[config.mk]
export PLATFORM = sky130hd
export DESIGN_NAME = voxel_ray_traversal
export DESIGN_NICKNAME = d
export VERILOG_FILES = /design/src/rtl/core/vrt_pkg.sv /design/src/rtl/core/vrt_div.sv /design/src/rtl/core/vrt_datapath.sv /design/src/rtl/core/vrt_ctrl.sv /design/src/rtl/core/voxel_ray_traversal.sv
export SDC_FILE = /design/constraint.sdc
export NUM_CORES = 1
export LEC_CHECK = 0
export BUFFER_PORTS_ARGS = -buffer_cell sky130_fd_sc_hd__buf_2
export CORE_UTILIZATION = 45
export DETAILED_ROUTE_END_ITERATION = 8
export HOLD_SLACK_MARGIN = 0.08
export PLACE_DENSITY = 0.68
export SYNTH_ARGS = -nofsm -noshare
export SYNTH_HDL_FRONTEND = slang
export SYNTH_HIERARCHICAL = 1
export SYNTH_SLANG_ARGS = --single-unit
[constraint.sdc]
create_clock -name clk -period 6.5 [get_ports clk]
set_input_delay 1.3 -clock clk [delete_from_list [all_inputs] [get_ports clk]]
set_output_delay 1.3 -clock clk [all_outputs]
set_load 0.05 [all_outputs]
[src/rtl/core/vrt_pkg.sv]
// shared types and constants for the voxel ray traversal block
// payload structs, step codes, controller/datapath command and status
// no dependencies
package vrt_pkg;

  localparam int unsigned COORD_W = 16;
  localparam int unsigned FIX_W   = 32;
  localparam int unsigned DIR_W   = 16;
  localparam int unsigned NUM_AXES = 3;

  // six divisions per ray: boundary and per-cell distance for each axis
  localparam int unsigned DIV_STEPS = 32;
  localparam int unsigned DIV_CNT_W = $clog2(DIV_STEPS);
  localparam int unsigned JOB_W     = 3;
  localparam logic [JOB_W-1:0] LAST_JOB = JOB_W'(2 * NUM_AXES - 1);

  localparam logic [FIX_W-1:0] SAT_MAX   = '1;
  localparam logic [FIX_W-1:0] DELTA_NUM = FIX_W'(64'h8000_0000);

  localparam logic [1:0] STEP_NONE = 2'b00;
  localparam logic [1:0] STEP_POS  = 2'b01;
  localparam logic [1:0] STEP_NEG  = 2'b11;

  localparam logic CMD_START = 1'b0;
  localparam logic CMD_STEP  = 1'b1;

  typedef enum logic [1:0] {
    AXIS_X    = 2'd0,
    AXIS_Y    = 2'd1,
    AXIS_Z    = 2'd2,
    AXIS_NONE = 2'd3
  } axis_t;

  typedef struct packed {
    logic                      command;
    logic signed [FIX_W-1:0]   origin_x;
    logic signed [FIX_W-1:0]   origin_y;
    logic signed [FIX_W-1:0]   origin_z;
    logic signed [DIR_W-1:0]   dir_x;
    logic signed [DIR_W-1:0]   dir_y;
    logic signed [DIR_W-1:0]   dir_z;
  } req_t;

  typedef struct packed {
    logic signed [COORD_W-1:0] cell_x;
    logic signed [COORD_W-1:0] cell_y;
    logic signed [COORD_W-1:0] cell_z;
    axis_t                     crossed_axis;
  } rsp_t;

  typedef struct packed {
    logic             accept_start;
    logic             accept_step;
    logic             div_start;
    logic             wr_result;
    logic [JOB_W-1:0] job;
  } dp_cmd_t;

  typedef struct packed {
    logic div_done;
  } dp_status_t;

endpackage

[src/rtl/core/vrt_div.sv]
// restoring unsigned divider, one quotient bit per cycle
// 32-bit dividend, 16-bit divisor; uses vrt_pkg
module vrt_div (
  input  logic                       clk,
  input  logic                       rst,
  input  logic                       start,
  input  logic [vrt_pkg::FIX_W-1:0]  dividend,
  input  logic [vrt_pkg::DIR_W-1:0]  divisor,
  output logic                       done,
  output logic [vrt_pkg::FIX_W-1:0]  quotient
);

  logic                            busy;
  logic [vrt_pkg::DIV_CNT_W-1:0]   cnt;
  logic [vrt_pkg::DIR_W-1:0]       rem;
  logic [vrt_pkg::FIX_W-1:0]       quo;
  logic [vrt_pkg::DIR_W:0]         shifted;
  logic [vrt_pkg::DIR_W:0]         diff;
  logic                            fits;

  always_comb begin
    shifted = {rem, quo[vrt_pkg::FIX_W-1]};
    diff    = shifted - {1'b0, divisor};
    fits    = shifted >= {1'b0, divisor};
  end

  always_ff @(posedge clk) begin
    if (rst) begin
      busy <= 1'b0;
      done <= 1'b0;
    end else begin
      done <= 1'b0;
      if (start) begin
        busy <= 1'b1;
      end else if (busy && cnt == vrt_pkg::DIV_CNT_W'(vrt_pkg::DIV_STEPS - 1)) begin
        busy <= 1'b0;
        done <= 1'b1;
      end
    end
  end

  always_ff @(posedge clk) begin
    if (start) begin
      rem <= '0;
      quo <= dividend;
      cnt <= '0;
    end else if (busy) begin
      // remainder stays below the divisor, so the difference fits
      rem <= fits ? diff[vrt_pkg::DIR_W-1:0] : shifted[vrt_pkg::DIR_W-1:0];
      quo <= {quo[vrt_pkg::FIX_W-2:0], fits};
      cnt <= cnt + 1'b1;
    end
  end

  assign quotient = quo;

endmodule

[src/rtl/core/vrt_datapath.sv]
// traversal state, step logic, result register and divider feed
// uses vrt_pkg and vrt_div
module vrt_datapath (
  input  logic                 clk,
  input  logic                 rst,
  input  vrt_pkg::req_t        req,
  input  vrt_pkg::dp_cmd_t     cmd,
  output vrt_pkg::dp_status_t  status,
  output vrt_pkg::rsp_t        rsp
);

  localparam int unsigned N = vrt_pkg::NUM_AXES;

  logic [vrt_pkg::COORD_W-1:0] cur     [N];
  logic [1:0]                  code    [N];
  logic [vrt_pkg::FIX_W-1:0]   nb      [N];
  logic [vrt_pkg::FIX_W-1:0]   pcd     [N];
  logic [vrt_pkg::DIR_W-1:0]   frac    [N];
  logic [vrt_pkg::DIR_W-1:0]   mag     [N];
  logic                        neg     [N];

  logic [vrt_pkg::FIX_W-1:0]   org_in  [N];
  logic [vrt_pkg::DIR_W-1:0]   dir_in  [N];
  logic [vrt_pkg::DIR_W-1:0]   mag_in  [N];
  logic [vrt_pkg::COORD_W-1:0] cur_next[N];

  vrt_pkg::axis_t              win;
  logic [1:0]                  win_idx;
  logic [vrt_pkg::FIX_W-1:0]   win_nb;
  logic [vrt_pkg::FIX_W-1:0]   win_pcd;
  logic [vrt_pkg::FIX_W:0]     sum;
  logic [vrt_pkg::FIX_W-1:0]   nb_adv;

  logic [1:0]                  job_axis;
  logic [vrt_pkg::DIR_W-1:0]   job_frac;
  logic [vrt_pkg::DIR_W-1:0]   job_mag;
  logic                        job_neg;
  logic [vrt_pkg::DIR_W:0]     num;
  logic [vrt_pkg::FIX_W-1:0]   dividend;
  logic                        div_done;
  logic [vrt_pkg::FIX_W-1:0]   quotient;

  always_comb begin
    org_in[0] = req.origin_x;
    org_in[1] = req.origin_y;
    org_in[2] = req.origin_z;
    dir_in[0] = req.dir_x;
    dir_in[1] = req.dir_y;
    dir_in[2] = req.dir_z;
    for (int i = 0; i < N; i++) begin
      mag_in[i] = dir_in[i][vrt_pkg::DIR_W-1] ? -dir_in[i] : dir_in[i];
    end
  end

  // axis choice: x only when strictly smallest, then y over z, ties to z
  always_comb begin
    if (nb[0] < nb[1] && nb[0] < nb[2]) begin
      win     = vrt_pkg::AXIS_X;
      win_idx = 2'd0;
    end else if (nb[1] < nb[2]) begin
      win     = vrt_pkg::AXIS_Y;
      win_idx = 2'd1;
    end else begin
      win     = vrt_pkg::AXIS_Z;
      win_idx = 2'd2;
    end
    case (win_idx)
      2'd0: begin
        win_nb  = nb[0];
        win_pcd = pcd[0];
      end
      2'd1: begin
        win_nb  = nb[1];
        win_pcd = pcd[1];
      end
      default: begin
        win_nb  = nb[2];
        win_pcd = pcd[2];
      end
    endcase
    sum    = {1'b0, win_nb} + {1'b0, win_pcd};
    nb_adv = sum[vrt_pkg::FIX_W] ? vrt_pkg::SAT_MAX : sum[vrt_pkg::FIX_W-1:0];
    for (int i = 0; i < N; i++) begin
      cur_next[i] = cur[i];
      if (win_idx == 2'(i)) begin
        case (code[i])
          vrt_pkg::STEP_POS: cur_next[i] = cur[i] + 1'b1;
          vrt_pkg::STEP_NEG: cur_next[i] = cur[i] - 1'b1;
          default:           cur_next[i] = cur[i];
        endcase
      end
    end
  end

  // divider operands for the current job
  always_comb begin
    job_axis = cmd.job[vrt_pkg::JOB_W-1:1];
    case (job_axis)
      2'd0: begin
        job_frac = frac[0];
        job_mag  = mag[0];
        job_neg  = neg[0];
      end
      2'd1: begin
        job_frac = frac[1];
        job_mag  = mag[1];
        job_neg  = neg[1];
      end
      default: begin
        job_frac = frac[2];
        job_mag  = mag[2];
        job_neg  = neg[2];
      end
    endcase
    num = job_neg ? {1'b0, job_frac} : (17'h1_0000 - {1'b0, job_frac});
    // numerator shifted up by 15 fits exactly in 32 bits
    dividend = cmd.job[0] ? vrt_pkg::DELTA_NUM : {num, 15'b0};
  end

  vrt_div u_div (
    .clk      (clk),
    .rst      (rst),
    .start    (cmd.div_start),
    .dividend (dividend),
    .divisor  (job_mag),
    .done     (div_done),
    .quotient (quotient)
  );

  assign status.div_done = div_done;

  always_ff @(posedge clk) begin
    if (rst) begin
      for (int i = 0; i < N; i++) begin
        cur[i]  <= '0;
        code[i] <= vrt_pkg::STEP_NONE;
        nb[i]   <= vrt_pkg::SAT_MAX;
        pcd[i]  <= vrt_pkg::SAT_MAX;
      end
    end else if (cmd.accept_start) begin
      for (int i = 0; i < N; i++) begin
        cur[i] <= org_in[i][vrt_pkg::FIX_W-1 -: vrt_pkg::COORD_W];
        nb[i]  <= vrt_pkg::SAT_MAX;
        pcd[i] <= vrt_pkg::SAT_MAX;
        if (mag_in[i] == '0) begin
          code[i] <= vrt_pkg::STEP_NONE;
        end else if (dir_in[i][vrt_pkg::DIR_W-1]) begin
          code[i] <= vrt_pkg::STEP_NEG;
        end else begin
          code[i] <= vrt_pkg::STEP_POS;
        end
      end
    end else if (cmd.accept_step) begin
      for (int i = 0; i < N; i++) begin
        cur[i] <= cur_next[i];
        if (win_idx == 2'(i)) begin
          nb[i] <= nb_adv;
        end
      end
    end else if (cmd.wr_result) begin
      // zero-direction axes keep their saturated distances
      for (int i = 0; i < N; i++) begin
        if (job_axis == 2'(i) && mag[i] != '0) begin
          if (cmd.job[0]) begin
            pcd[i] <= quotient;
          end else begin
            nb[i] <= quotient;
          end
        end
      end
    end
  end

  always_ff @(posedge clk) begin
    if (cmd.accept_start) begin
      for (int i = 0; i < N; i++) begin
        frac[i] <= org_in[i][vrt_pkg::DIR_W-1:0];
        mag[i]  <= mag_in[i];
        neg[i]  <= dir_in[i][vrt_pkg::DIR_W-1];
      end
    end
  end

  // result register
  always_ff @(posedge clk) begin
    if (cmd.accept_start) begin
      rsp.cell_x       <= req.origin_x[vrt_pkg::FIX_W-1 -: vrt_pkg::COORD_W];
      rsp.cell_y       <= req.origin_y[vrt_pkg::FIX_W-1 -: vrt_pkg::COORD_W];
      rsp.cell_z       <= req.origin_z[vrt_pkg::FIX_W-1 -: vrt_pkg::COORD_W];
      rsp.crossed_axis <= vrt_pkg::AXIS_NONE;
    end else if (cmd.accept_step) begin
      rsp.cell_x       <= cur_next[0];
      rsp.cell_y       <= cur_next[1];
      rsp.cell_z       <= cur_next[2];
      rsp.crossed_axis <= win;
    end
  end

endmodule

[src/rtl/core/vrt_ctrl.sv]
// controller: input/output handshake and the division sequence of a start
// uses vrt_pkg
module vrt_ctrl (
  input  logic                 clk,
  input  logic                 rst,
  input  logic                 req_valid,
  input  logic                 req_command,
  output logic                 req_stall,
  output logic                 rsp_valid,
  input  logic                 rsp_stall,
  output vrt_pkg::dp_cmd_t     cmd,
  input  vrt_pkg::dp_status_t  status
);

  typedef enum logic [2:0] {
    ST_IDLE = 3'b001,
    ST_LOAD = 3'b010,
    ST_WAIT = 3'b100
  } state_t;

  state_t                    state;
  state_t                    state_next;
  logic [vrt_pkg::JOB_W-1:0] job;
  logic                      out_free;
  logic                      accept;

  assign out_free  = !rsp_valid || !rsp_stall;
  assign req_stall = (state != ST_IDLE) || !out_free;
  assign accept    = req_valid && !req_stall;

  always_comb begin
    cmd.accept_start = accept && req_command == vrt_pkg::CMD_START;
    cmd.accept_step  = accept && req_command == vrt_pkg::CMD_STEP;
    cmd.div_start    = state == ST_LOAD;
    cmd.wr_result    = state == ST_WAIT && status.div_done;
    cmd.job          = job;
  end

  always_comb begin
    state_next = state;
    case (state)
      ST_IDLE: begin
        if (cmd.accept_start) state_next = ST_LOAD;
      end
      ST_LOAD: state_next = ST_WAIT;
      ST_WAIT: begin
        if (status.div_done) state_next = (job == vrt_pkg::LAST_JOB) ? ST_IDLE : ST_LOAD;
      end
      default: state_next = ST_IDLE;
    endcase
  end

  always_ff @(posedge clk) begin
    if (rst) begin
      state     <= ST_IDLE;
      job       <= '0;
      rsp_valid <= 1'b0;
    end else begin
      state <= state_next;
      if (cmd.accept_start) begin
        job <= '0;
      end else if (cmd.wr_result) begin
        job <= job + 1'b1;
      end
      if (accept) begin
        rsp_valid <= 1'b1;
      end else if (!rsp_stall) begin
        rsp_valid <= 1'b0;
      end
    end
  end

  a_no_accept_busy: assert property (@(posedge clk) disable iff (rst)
    state != ST_IDLE |-> req_stall)
    else $error("input taken while divisions run");

  a_done_in_wait: assert property (@(posedge clk) disable iff (rst)
    status.div_done |-> state == ST_WAIT)
    else $error("divider finished outside wait state");

  a_job_range: assert property (@(posedge clk) disable iff (rst)
    state != ST_IDLE |-> job <= vrt_pkg::LAST_JOB)
    else $error("division job out of range");

  a_result_kept: assert property (@(posedge clk) disable iff (rst)
    rsp_valid && rsp_stall |=> rsp_valid)
    else $error("stalled result dropped");

  a_onehot: assert property (@(posedge clk) disable iff (rst)
    $onehot(state))
    else $error("state register not one-hot");

endmodule

[src/rtl/core/voxel_ray_traversal.sv]
// top level of the 3d voxel ray traversal block
// uses vrt_pkg, vrt_ctrl, vrt_datapath (which holds vrt_div)
//
// A step command (command = 1) moves one cell along the axis with the smallest
// boundary distance; its result is valid the cycle after the transfer and
// back-to-back steps run at one per clock while the output is not stalled. A
// start command (command = 0) returns its result (cell = floor of the origin,
// crossed_axis = none) in the cycle after the transfer, then the input stalls
// while one shared bit-serial divider computes the six ray parameters
// (boundary and per-cell distance for each axis). A result register sits
// between the input and output sides: the next command is taken in the cycle
// the held result transfers, and a stalled result stalls the input.
module voxel_ray_traversal (
  input  logic           clk,
  input  logic           rst,
  input  logic           req_valid,
  output logic           req_stall,
  input  vrt_pkg::req_t  req,
  output logic           rsp_valid,
  input  logic           rsp_stall,
  output vrt_pkg::rsp_t  rsp
);

  vrt_pkg::dp_cmd_t    cmd;
  vrt_pkg::dp_status_t status;

  vrt_ctrl u_ctrl (
    .clk         (clk),
    .rst         (rst),
    .req_valid   (req_valid),
    .req_command (req.command),
    .req_stall   (req_stall),
    .rsp_valid   (rsp_valid),
    .rsp_stall   (rsp_stall),
    .cmd         (cmd),
    .status      (status)
  );

  vrt_datapath u_dp (
    .clk    (clk),
    .rst    (rst),
    .req    (req),
    .cmd    (cmd),
    .status (status),
    .rsp    (rsp)
  );

endmodule
==> results of run 1 <==
## cells by family (layout without fill, tap and decap cells)
group                      count (synthesis)  in the layout
and+or+nand+nor                          687            687
xor gates and xnor gates                 134            134
adders and majority gates                196            196
AOI/OAI and AO/OA                        631            632
DFF                                      457            457
buffers and inverters                    216            439
other                                      1             15
muxes                                    151            151
## critical path: stages (launching register included)
cell and delay [ps]:
edfxtp_1 430, ha_1 340, a21o_1 160, a21o_1 180, a2111oi_1 540, o221ai_1 320
a21oi_4 220, buf_4 180, buf_4 180, nor2_1 50, a21oi_1 110, o21ai_0 160
fa_1 510, a211oi_1 310, o21ai_1 220, a31oi_1 390, a31oi_1 210, o31ai_2 400
o2111ai_1 220, a21oi_1 250, o21ai_0 130, xor2_1 150, o22a_1 230
## cells in the mapped netlist, types with 33 or more instances
master and count:
edfxtp_1 424, nand2_1 277, o21ai_0 204, ha_1 191
a21oi_1 151, nor2_1 142, inv_1 118, mux2i_1 116
xnor2_1 96, clkbuf_1 62, a21o_1 60, or3_1 43
xor2_1 38, mux2_2 34, dfxtp_1 33, nand4_1 33
## layout make-up
| class | instances | area [um2] |
|---|---|---|
| Inverter | 119 | 447 |
| Clock inverter | 30 | 324 |
| Clock buffer | 57 | 1260 |
| Multi-Input combinational cell | 1815 | 12600 |
| Timing Repair Buffer | 233 | 1290 |
| Sequential cell | 457 | 13400 |
| Fill cell | 5064 | 28600 |
| Tap cell | 773 | 967 |
## power breakdown
part           switching (mW)  internal, mW  total (mW)
Clock                    1.16          1.62        2.78
Sequential              0.134          3.55        3.68
Combinational            5.33          3.38        8.71
Total                    6.62          8.55        15.2
## through the flow
stage	hold slack [ps]	cell area [um2]	setup slack [ps]	power, mW
finish	467	30300	361	15.2
global placement	448	28700	390	12.0
detailed placement	448	28700	106	12.2
global route	493	30300	15.6	16.1
CTS	464	30300	91.7	15.0
floorplan	441	26800	971	10.2
## worst min path at each step
stage,depth (start not counted),end,startpoint,slack [ps]
floorplan,2,u_dp/u_div/rem[1],u_dp/u_div/rem[1],440
global placement,2,u_dp/rsp[1],u_dp/rsp[1],450
global route,2,u_dp/u_div/rem[1],u_dp/u_div/rem[1],490
detailed placement,2,u_dp/rsp[1],u_dp/rsp[1],450
CTS,2,u_dp/rsp[1],u_dp/rsp[1],460
finish,2,u_dp/rsp[1],u_dp/rsp[1],470
## repair_timing
action,4_1_cts,5_1_grt
gates resized for setup,0,1
setup buffers,0,4
setup endpoints to repair,0,96
## registers in the layout, summed over array words and instances (netlist names), 3 cells and up
signal	count
u_dp/code	6
u_dp/u_div/rem	16
u_dp/u_div/cnt	5
u_dp/u_div/quotient	32
u_dp/neg	3
u_dp/frac	48
u_ctrl/state	3
u_dp/mag	48
u_dp/rsp	50
u_ctrl/job	3
u_dp/pcd	96
u_dp/cur	48
u_dp/nb	96
## layer usage
layer | track usage | vias up | share of wire
li1 | - | 9599 | -
met4 | 0.0736 | 0 | 0.026
met1 | 0.288 | 9532 | 0.44
met3 | 0.0272 | 108 | 0.054
met5 | 0 | - | 0
met2 | 0.365 | 564 | 0.48
==> out/metrics.yaml, run 1 <==
placement:
  port_buffers: 200
  dp_cells: 3392
  dpl.hpwl_um: 48400
  gp_congestion: 0.908
route:
  drt_iter0_drc: 1430
  vias: 19803
  viasPerCell: 5.68
  wl_um: 66700
  drc_errors: 0
  ant_nets: 0
  drtPass1Iterations: 6
  avgRoutedWirePerCell_um: 19.1
setup_path:
  critPathLaunch: "u_dp/nb[0][45]"
  startpoint_type: "flip-flop"
  crit_required_ps: 6830
  r2r-start: "u_dp/nb[0][45]"
  worstSetupPathType: "flip-flop to flip-flop"
  critical_path.endpoint: "u_dp/nb[0][94]"
  end_kind: "flip-flop"
  r2r-end: "u_dp/nb[0][94]"
  crit_fanout: 8
  rrSetupSlack_ps: 360
  crit_arrival_ps: 6470
  rr_worst_depth: 22
floorplanning:
  ios: 201
  die-area_um2: 60500
  die_x_um: 246
  fp.coreArea_um2: 58900
  start_util: 0.455
  num_rows: 89
  die_h_um: 246
clock_tree:
  cts_root_buffer: "clkbuf_16"
  cts_hold_buffers: 0
  cts_sinks: 457
  cts_buffers: 48
  cts_tree: "done"
  path_clk_slew_ps: 60
  clk_latency_ps: 600
  cts_max_path_buffers: 3
  htree_levels: 2
final_layout:
  final_cell_count_no_fill: 3484
  syn_to_final_growth_pct: 13.1
  drive_above_1_share: 0.142
  n_antenna_cell: 0
  final_util: 0.515
  nNetsFinal: 3019
  final_cell_mix: "edfxtp_1 (424), nand2_1 (276), o21ai_0 (201)"
  layout_commonest_cell: "edfxtp_1"
global_routing:
  antenna_found_initial: 0
  grt_start_max_net_pins: 91
  grt_pass1_vias: 19590
  grt_pass1_wl_um: 104000
  overflow: 0
  grtUsageTotal: 0.217
sta:
  fin_worst_skew_ps: 14.3
  max_freq_ghz: 0.163
  hold_viol_final: 0
  setup_viol: 0
  maxSlewHeadroom: 0.182
  setup_tns_ps: 0
  slew_violations: 0
  post-route-period-util: 0.944
  worst_pin_slew_ps: 1230
  rsz0062_at_grt: "false"
  period_needed_ps: 6140
synthesis:
  synth_top_family_by_area: "compound AO/OA/AOI/OAI gates"
  synth_area_leaders: "edfxtp_1 (48%), ha_1 (8.9%), mux2i_1 (4.3%), nand2_1 (3.9%), o21ai_0 (3.8%)"
  async_flop_share: 0
  yosysSeqAreaShare: 0.500
  syn_area_per_cell_um2: 10.8
  synth-edff-count: 424
  synth_xor_xnor_area_share: 0.0438
  synthAdderAreaFrac: 0.0929
  synth_compound_area_frac: 0.149
  yosys_warnings: 6
  syn_inst: 2473
  netlist.area_leader.share: 0.475
  synth_flop_cell: "edfxtp_1"
  yosys.area.top_type: "edfxtp_1"
  ys_types: 93
  post_synth_and_or_nand_nor_area_fraction: 0.123
  synth-seq-cells: 457
  synthesis.area_um2: 26800
  synth.area.mux_share: 0.0580
job:
  maxCapViolCount: 0
pwr:
  irDropWorstVdd_uv: 400
  pwr_density_cell_nw_per_um2: 501
  leakage_nw: 11.7
status:
  status: "complete, no violations"
worst_hold_path:
  hp-class: "flip-flop to flip-flop"
(Power assumes the default switching activity.)
==> run 2, diff against run 1 <==
Settings changed: PLACE_DENSITY 0.68 to 0.7.
==> run 2 against run 1 <==
Die area did not move; maximum frequency fell by 1.0%; critical path depth fell by 1; utilization rose by 0.091 points; via count rose by 0.27%; clock power rose by 1%; clock-buffer cell count fell by 5; setup slack got worse by 63 ps; wire length fell by 1.6%; global-route usage fell by 0.36 points; flip-flop and latch count did not move; sequential power barely moved.
==> out/metrics.yaml, run 2 (synthesis gave the netlist of run 1 again) <==
pwr:
  pwr-share-seq: 0.242  # about the same
  switching_share: 0.435  # -0.00208
  pwr-share-comb: 0.572  # -0.002
  irDropWorstVdd_uv: 534  # +33%
  p_clk_frac: 0.186  # +0.003
  pwr_density_cell_nw_per_um2: 500  # about the same
  p_sw_mw: 6.60  # -0.33%
  intPower_mw: 8.59  # +0.51%
  leakage_nw: 11.8  # +0.44%
route:
  vias: 19857  # +0.27%
  drc_errors: 0  # unchanged
  avgRoutedWirePerCell_um: 18.8  # -1.7%
  wl_um: 65600  # -1.6%
  drtPass1Iterations: 6  # unchanged
  ant_nets: 0  # unchanged
  drt_iter0_drc: 1553  # +8.6%
  viasPerCell: 5.69  # +0.19%
setup_path:
  crit_chain: "ha_1, a21o_1, a21o_1, a2111oi_0, o221ai_1, a21oi_4, buf_12, mux2i_1, o21ai_0, ha_1, fa_1, a211oi_1, o21ai_1, a31oi_1, a31oi_1, o31ai_2, o2111ai_1, a21oi_1, o21ai_0, xor2_1, o22a_1"
  worst-path-stages: 21  # -4.5%
  startpoint_type: "flip-flop"
  crit_arrival_ps: 6540  # +70 ps
  end_kind: "flip-flop"
  crit_slowest_cell: "a2111oi_0"
  crit_required_ps: 6840  # about the same
  critPathMaxStageDelay_ps: 560  # +20 ps
  worstSetupPathType: "flip-flop to flip-flop"
  worst-path-buf-inv: 1  # -1
  crit_fanout: 9  # +1
  rr_worst_depth: 21  # -4.5%
  path_delay_family: "compound AO/OA/AOI/OAI gates"
final_layout:
  layout_commonest_cell: "edfxtp_1"
  final_cell_mix: "edfxtp_1 (424), nand2_1 (276), o21ai_0 (201)"
  final_area_um2: 30400  # +0.18%
  top_regs: "u_dp/nb: 96 flops, u_dp/pcd: 96 flops, u_dp/rsp: 50 flops"
  syn_to_final_growth_pct: 13.3
  nFillCells: 5073  # +0.18%
  n_antenna_cell: 0  # unchanged
  nNetsFinal: 3023  # +0.13%
  drive_above_1_share: 0.143  # +0.00132
sta:
  hold_viol_final: 0  # unchanged
  slew_violations: 0  # unchanged
  maxSlewHeadroom: 0.206  # +0.0237
  fin_worst_skew_ps: 18.7  # +4.38 ps
  period_needed_ps: 6200  # +63.1 ps
  post-route-period-util: 0.954  # +0.00970
  worst_pin_slew_ps: 1190  # -35.6 ps
  finalWorstSetupSlack_ps: 298  # -63.1 ps
  setup_viol: 0  # unchanged
  hold_ws_ps: 473  # +6.20 ps
  max_freq_ghz: 0.161  # -1.0%
floorplanning:
  ios: 201  # unchanged
  die-area_um2: 60500  # unchanged
  num_rows: 89  # unchanged
  start_util: 0.455  # unchanged
  fp.coreArea_um2: 58900  # unchanged
  die_h_um: 246  # unchanged
  die_x_um: 246  # unchanged
job:
  maxCapViolCount: 0  # unchanged
worst_hold_path:
  hp-class: "flip-flop to flip-flop"
  hold_depth: 2  # unchanged
placement:
  place_ws_ps: 285  # +179 ps
  port_buffers: 200  # unchanged
  gp_congestion: 0.938  # +3.4%
  dpl.hpwl_um: 47800  # -1.3%
  dpl_cell_area_um2: 28700  # about the same
clock_tree:
  cts_root_buffer: "clkbuf_16"
  cts_hold_buffers: 0  # unchanged
  cts_max_path_buffers: 3  # unchanged
  cts_tree: "done"
  htree_levels: 2  # unchanged
  clk_latency_ps: 600  # about the same
  cts_sinks: 457  # unchanged
  path_clk_slew_ps: 60  # about the same
  cts_buffers: 49  # +2.1%
global_routing:
  grt_util_met2: 0.357  # -0.00884
  grtUsageTotal: 0.214  # -0.00365
  grt_use_met1: 0.284  # -0.00407
  overflow: 0  # unchanged
  grt_pass1_wl_um: 102000  # -1.8%
  top_usage_layer: "met2"
  met3_usage: 0.0257  # -0.00153
  grt_pass1_vias: 19227  # -1.9%
  antenna_found_initial: 0  # unchanged
  grt_start_max_net_pins: 105  # +15%
status:
  status: "complete, no violations"
## run 2: cell types whose count changed in the layout (fill, tap and decap cells not counted), sizes merged
cell,before,now
buf,233,236
bufinv,6,7
clkbuf,57,52
clkinv,15,23
clkinvlp,8,3
inv,120,121
## run 2: power by group through the flow
stage	Sequential [mW]	Combinational, mW	Clock (mW)
after floorplan	3.88	6.30	0
after global placement	3.73	8.23	0
after detailed placement	3.74	8.39	0
after CTS	3.68	8.40	2.87
after global routing	3.70	9.45	2.97
final	3.68	8.69	2.82
## run 2: through the flow
| stage | cells | total power, mW | utilization | setup TNS [ps] |
|---|---|---|---|---|
| floorplan | 2487 | 10.2 | - | 0 |
| global placement | 3395 | 12.0 | 0.487 | 0 |
| detailed placement | 3395 | 12.1 | 0.487 | 0 |
| CTS | 3482 | 15.0 | 0.514 | 0 |
| global route | 3487 | 16.1 | 0.515 | -48.5 |
| finish | 3487 | 15.2 | 0.515 | 0 |
## run 2: layout make-up
cell class              instances  area, um2  area share
inverters                     119        447      0.0147
well taps                     773        967      0.0319
flip-flops and latches        457      13400       0.441
clock buffers                  52       1240      0.0408
repair buffers                236       1320      0.0433
clock inverters                35        363      0.0119
multi-input cells            1815      12600       0.416
## run 2: worst reg2reg max path, cell delays in order (launching register included)
cell and delay (ps):
edfxtp_1 430, ha_1 330, a21o_1 160, a21o_1 170
a2111oi_0 560, o221ai_1 320, a21oi_4 230, buf_12 160
mux2i_1 180, o21ai_0 110, ha_1 220, fa_1 420
a211oi_1 370, o21ai_1 210, a31oi_1 460, a31oi_1 230
o31ai_2 410, o2111ai_1 210, a21oi_1 250, o21ai_0 130
xor2_1 150, o22a_1 230
## run 2: timing repair
item                                   CTS  global route
buffers inserted                         0             4
endpoints found under the hold margin    0             0
resized for setup                        0             4
setup endpoints to repair                0            96
## run 2: path summary, 6_finish.rpt
path / startpoint / slack (ps) / end
min reg2reg: u_dp/u_div/rem[13] / 470 / u_dp/u_div/rem[13]
max reg2reg: u_dp/nb[0][45] / 300 / u_dp/nb[0][62]
min: u_dp/u_div/rem[13] / 470 / u_dp/u_div/rem[13]
max: u_dp/nb[0][45] / 300 / u_dp/nb[0][62]
## run 2: metal layers
layer / vias to the layer above / part of all wire
met5: - / 0
met4: 0 / 0.031
met3: 112 / 0.053
met2: 559 / 0.48
met1: 9564 / 0.44
li1: 9622 / -
